==> config.mk <==
export PLATFORM = sky130hd
export DESIGN_NAME = lspv_front
export DESIGN_NICKNAME = d
export VERILOG_FILES = /design/src/rtl/lspv_pkg.sv /design/src/rtl/lspv_front.sv
export SDC_FILE = /design/constraint.sdc
export NUM_CORES = 1
export LEC_CHECK = 0
export BUFFER_PORTS_ARGS = -buffer_cell sky130_fd_sc_hd__buf_2
export CAP_MARGIN = 25
export CORE_ASPECT_RATIO = 1.1
export CORE_MARGIN = 1.5
export CORE_UTILIZATION = 50
export CTS_BUF_LIST = sky130_fd_sc_hd__clkbuf_16
export CTS_CLUSTER_SIZE = 8
export DETAILED_ROUTE_END_ITERATION = 12
export GPL_ROUTABILITY_DRIVEN = 0
export PLACE_DENSITY = 0.77
export SYNTH_ARGS = -nofsm -noshare
export SYNTH_HDL_FRONTEND = slang
export SYNTH_SLANG_ARGS = --single-unit
==> constraint.sdc <==
create_clock -name clk -period 9.91 [get_ports clk]
set_clock_uncertainty 0.2 [all_clocks]
set_input_delay 0.4955 -clock clk [delete_from_list [all_inputs] [get_ports clk]]
set_output_delay 0.4955 -clock clk [all_outputs]
set_load 0.02 [all_outputs]
==> src/rtl/lspv_pkg.sv <==
`timescale 1ns / 1ps

package lspv_pkg;

  // Fixed number formats of the voice.
  localparam int SAMPLE_BITS = 16;
  localparam int FRAC_BITS   = 16;
  localparam int ADDR_BITS   = 16;
  localparam int MAX_FRAMES  = 65536;
  localparam int POS_BITS    = FRAC_BITS + 18;
  localparam int WORK_BITS   = POS_BITS + 2;
  localparam int CFG_BITS    = 20;

  // Largest start fraction, 0.999 in Q0.16.
  localparam logic [FRAC_BITS-1:0] START_LIMIT = FRAC_BITS'((999 << FRAC_BITS) / 1000);

  typedef enum logic [1:0] {
    CMD_LOAD    = 2'd0,
    CMD_START   = 2'd1,
    CMD_RELEASE = 2'd2,
    CMD_TICK    = 2'd3
  } cmd_t;

  typedef enum logic [2:0] {
    REG_FRAMES_IN_USE    = 3'd0,
    REG_SAMPLE_IS_STEREO = 3'd1,
    REG_PLAY_START       = 3'd2,
    REG_PLAY_END         = 3'd3,
    REG_LOOP_BEGIN       = 3'd4,
    REG_LOOP_FINISH      = 3'd5,
    REG_LOOP_KIND        = 3'd6,
    REG_PLAYBACK_RATE    = 3'd7
  } reg_index_t;

  localparam logic [1:0] LOOP_NONE     = 2'd0;
  localparam logic [1:0] LOOP_FORWARD  = 2'd1;
  localparam logic [1:0] LOOP_PINGPONG = 2'd2;
  localparam logic [1:0] LOOP_SUSTAIN  = 2'd3;

  typedef struct packed {
    logic [16:0] frames_in_use;
    logic        sample_is_stereo;
    logic [15:0] play_start;
    logic [16:0] play_end;
    logic [15:0] loop_begin;
    logic [16:0] loop_finish;
    logic [1:0]  loop_kind;
    logic [19:0] playback_rate;
  } cfg_t;

  // Register values after reset: rate at 1.0, everything else zero.
  localparam cfg_t CFG_RESET = '{17'd0, 1'b0, 16'd0, 17'd0, 16'd0, 17'd0, 2'd0, 20'd65536};

  typedef struct packed {
    cmd_t                          kind;
    logic [ADDR_BITS-1:0]          load_index;
    logic signed [SAMPLE_BITS-1:0] load_left;
    logic signed [SAMPLE_BITS-1:0] load_right;
    logic [15:0]                   start_fraction;
    logic [19:0]                   pitch_step;
  } item_t;

endpackage

==> src/rtl/lspv_front.sv <==
`timescale 1ns / 1ps

module lspv_front import lspv_pkg::*; (
  input  logic        clk,
  input  logic        rst,
  input  logic        s_tvalid,
  output logic        s_tready,
  input  logic [87:0] s_tdata,
  input  logic [1:0]  s_tuser,
  output logic        q_valid,
  input  logic        q_ready,
  output item_t       q_item
);

  item_t      slot [2];
  logic       wr_ptr;
  logic       rd_ptr;
  logic [1:0] count;
  logic       push;
  logic       pop;
  item_t      incoming;

  // Unpack the incoming transaction into a command record.
  always_comb begin
    incoming.kind           = cmd_t'(s_tuser);
    incoming.load_index     = s_tdata[15:0];
    incoming.load_left      = s_tdata[31:16];
    incoming.load_right     = s_tdata[47:32];
    incoming.start_fraction = s_tdata[63:48];
    incoming.pitch_step     = s_tdata[83:64];
  end

  assign s_tready = (count != 2'd2);
  assign q_valid  = (count != 2'd0);
  assign q_item   = slot[rd_ptr];
  assign push     = s_tvalid && s_tready;
  assign pop      = q_valid && q_ready;

  // Two-entry queue between the input side and the executor.
  always_ff @(posedge clk) begin
    if (push) begin
      slot[wr_ptr] <= incoming;
    end
    if (rst) begin
      wr_ptr <= 1'b0;
      rd_ptr <= 1'b0;
      count  <= 2'd0;
    end else begin
      if (push) begin
        wr_ptr <= ~wr_ptr;
      end
      if (pop) begin
        rd_ptr <= ~rd_ptr;
      end
      count <= count + {1'b0, push} - {1'b0, pop};
    end
  end

endmodule

==> results <==
- The run finished with clean final reports.
- Based on the critical path, the design can be clocked at up to 316.2 MHz.
- In this run the horizontal extent of the chip is roughly 110 microns.
- In the layout the commonest cells are sky130_fd_sc_hd__buf_2, sky130_fd_sc_hd__edfxtp_1, sky130_fd_sc_hd__mux2_2.
- In this run the core area contains between 40 and 50 standard-cell rows.
- The area growth from synthesis to final layout is 24.77%.
- The flop and latch count out of synthesis is 177.
- The final hold violation count is 0.
- The number of resized instances in the post-cts repair step is 0.
- Measured along the y axis, the die boundary spans 123.8 microns.
- Setup repair after global routing left no endpoint under its margin.
- IR analysis of the VDD net gives a maximum drop of roughly 0.16 mV.
- After detailed routing, the number of remaining DRC violations is 0.
- Subtracting the final worst setup slack from the clock period gives between 3 and 4 ns.
- Setup slack on the critical path of the routed design comes to between 6 and 7 ns.
- The count of input and output buffers is 177.
- Along the worst hold path, the cell count comes to 1.
- The data arrival time of the critical path is approximately 2.5 ns.
- The leakage power is ~3.2 nW.
- The H-tree depth is 4.
- STA classifies the critical path startpoint as a register.
- The endpoint type of the worst setup path is an output pin.
- In this run the cell area of the synthesized design comes to between 0.006 and 0.007 sq mm.
- By startpoint and endpoint, the worst setup path is classified as register to output pin.
- The cell sitting at the root of the clock tree is a sky130_fd_sc_hd__clkbuf_16.
- The path class of the tightest hold or removal check is input pin to register.
- Entering global routing, the biggest net connects 54 pins.
- In this run, post-CTS hold repair placed 0 buffers.
- After clock tree synthesis, the clock-pin slew on the worst setup and hold paths is 0.06 ns.
- The depth of the worst register-to-register path is 4.
- For this block, wires on met1 add up to 4421 microns.
- The number of clock sinks seen by CTS is 177.
- The overall die area is between 0.01 and 0.015 sq mm.
- Across the run, the number of max-cap violations was 0.
- The length of routed met2 wiring is 5188 microns.
- The routed layout has between 3,000 and 4,000 vias.
- Synthesis produced a netlist with a net count of 388.
- Buffers added to address setup during post-CTS repair amount to 0.
- Adding up every negative setup slack in the final design gives 0 ns.
- The clock buffer count from CTS is 17.
- The detail-routed net length per standard cell is 16.45 microns.
- Power spread over the standard cell area amounts to roughly 270 mW/mm^2.
- The share of the clock period used by the worst path is 31.92%.
- The final HPWL from detailed placement is 7029 microns.
- The number of antenna violations at the first check in global routing is 1.
- The initial utilization of the core area, before any placement, comes to 51.84%.
- The first detailed-routing pass ran for 6 iterations.
- The antenna cell count is 0.
- The clock tree from TritonCTS is done.
- The core region is approximately 0.013 sq mm.
- The average cell area after synthesis is 22.73 sq um.
- The first global-routing pass estimated 15,860 microns of wire.
- The total overflow reported by the global router is 0.
- The critical path goes through buf_4 > mux2_2 > buf_2.
- In this run the count of I/O pins placed on the die edge is 182.
- The relative max-transition margin is between 30% and 40%.
- The violation count after the first detailed-routing iteration is roughly 230.
- The final net count is a little under 600.
- The slew at the pin with the worst max-slew slack is a little under 1 ns.
- The clock passes through at most 2 buffers.
- Global routing used between 10% and 20% of the available tracks across all layers.
- The number of distinct library cell variants in the gate-level netlist after synthesis is 19.
- The detail-routed via count per cell is roughly 5.
- The max-slew violation count was 0.
- The largest single stage delay on the critical path is approximately 0.75 ns.
- The maximum fanout along the worst path is 48.
- Setup violations remaining at the end of the flow were counted as 0.
- Detailed routing placed a total of 938 microns of wire on met3.
- The clock network latency to the later pin of the worst-skew pair is approximately 0.41 ns.
- The synthesized instance count is between 200 and 300.
- Leaving out fill and tap cells, the most frequent cell in the layout is sky130_fd_sc_hd__buf_2.
- The total wire length is approximately 11,000 microns.
- The via count of the first global-routing pass is about 3,200.
- Data on the critical path is required at its endpoint by just over 9 ns.
- The number of nets still failing antenna checks after routing is 0.
- The critical path's slowest cell is sky130_fd_sc_hd__buf_4.
- The post-route netlist has 60.12% of its cells at a drive strength greater than 1.
- The number of warning messages in the yosys log is 0.
- The worst-case setup slack after placement is 7.034 ns.
- The top layer used by detailed routing is met5.
- Summing the sequential cell areas from Yosys gives 79.32% of the chip area.
## worst max-delay path: cells and delay by family, from the launching register on
family	cells	cell delay, ns
buffers and inverters	2	0.92
DFF	1	0.71
muxes	1	0.42
## cells in the mapped netlist
cell type | n | area [sq um]
sky130_fd_sc_hd__inv_1 | 1 | 3.750
sky130_fd_sc_hd__edfxtp_1 | 172 | 5165
sky130_fd_sc_hd__mux2_2 | 47 | 529.3
sky130_fd_sc_hd__nor2b_1 | 2 | 12.51
sky130_fd_sc_hd__or2_2 | 1 | 6.260
sky130_fd_sc_hd__buf_8 | 1 | 15.01
sky130_fd_sc_hd__ha_1 | 2 | 25.02
sky130_fd_sc_hd__buf_6 | 1 | 11.26
sky130_fd_sc_hd__xor2_1 | 1 | 8.760
sky130_fd_sc_hd__buf_2 | 4 | 20.02
sky130_fd_sc_hd__nand2_1 | 1 | 3.750
sky130_fd_sc_hd__buf_12 | 4 | 80.08
sky130_fd_sc_hd__nand2b_1 | 1 | 6.260
sky130_fd_sc_hd__and3_1 | 1 | 6.260
sky130_fd_sc_hd__nor2_1 | 5 | 18.77
sky130_fd_sc_hd__dfxtp_1 | 5 | 100.1
sky130_fd_sc_hd__xnor2_1 | 2 | 17.52
sky130_fd_sc_hd__mux2_4 | 40 | 600.6
sky130_fd_sc_hd__o21a_1 | 1 | 7.510
## path summary, 6_finish.rpt
path                            slack [ns]                    end                 from
worst max register to register        7.12  slot[0][27]$_DFFE_PP_  count[0]$_SDFF_PP0_
worst max-delay path                  6.75              q_item[3]             register
worst min register to register        0.32    rd_ptr$_SDFFE_PP0P_  rd_ptr$_SDFFE_PP0P_
worst min-delay path                  0.06  slot[1][81]$_DFFE_PP_          s_tdata[13]
## per-stage QoR
stage	hold slack (ns)	instance area (sq um)	instances	power [mW]	utilization, %
floorplan	0.2810	6638	292	1.431	-
global placement	0.2922	7625	618	1.556	59.55
detailed placement	0.3103	7652	619	1.573	59.76
CTS	0.04326	8282	651	2.271	64.68
global route	0.03927	8282	651	2.337	64.68
finish	0.06463	8282	651	2.244	64.68
## state kept, by name (all words and copies together), names as in the netlist, named ones only
register,count
wr_ptr,1
count,2
slot,172
rd_ptr,1
## power breakdown
part | total (mW) | internal (mW) | switching [mW]
registers | 0.987 | 0.941 | 0.0459
clock network | 0.697 | 0.442 | 0.255
logic | 0.560 | 0.245 | 0.315
total | 2.24 | 1.63 | 0.616
## per-layer routing
layer / global-route usage (%) / up-vias
met5: 0 / -
met4: 6.875 / 2
met3: 7.251 / 18
met2: 24.89 / 129
met1: 18.11 / 1573
li1: - / 1538
## layout make-up
type                            count  area (sq um)
Clock inverter                     15         203.9
Sequential cell                   177          5269
Fill cell                         884          4523
Inverter                            1         3.754
Timing Repair Buffer              180         928.4
Tap cell                          157         196.4
Multi-Input combinational cell    104          1255
Clock buffer                       17         425.4
## cells by family after synthesis
| family | count (synthesis) | share of synthesized area (%) |
|---|---|---|
| and+or+nand+nor | 11 | 0.8107 |
| adders and majority gates | 2 | 0.3769 |
| buffers and inverters | 11 | 1.960 |
| muxes | 87 | 17.02 |
| DFF | 177 | 79.32 |
| AOI/OAI and AO/OA | 1 | 0.1131 |
| xor gates and xnor gates | 3 | 0.3959 |
(Power assumes the default switching activity.)
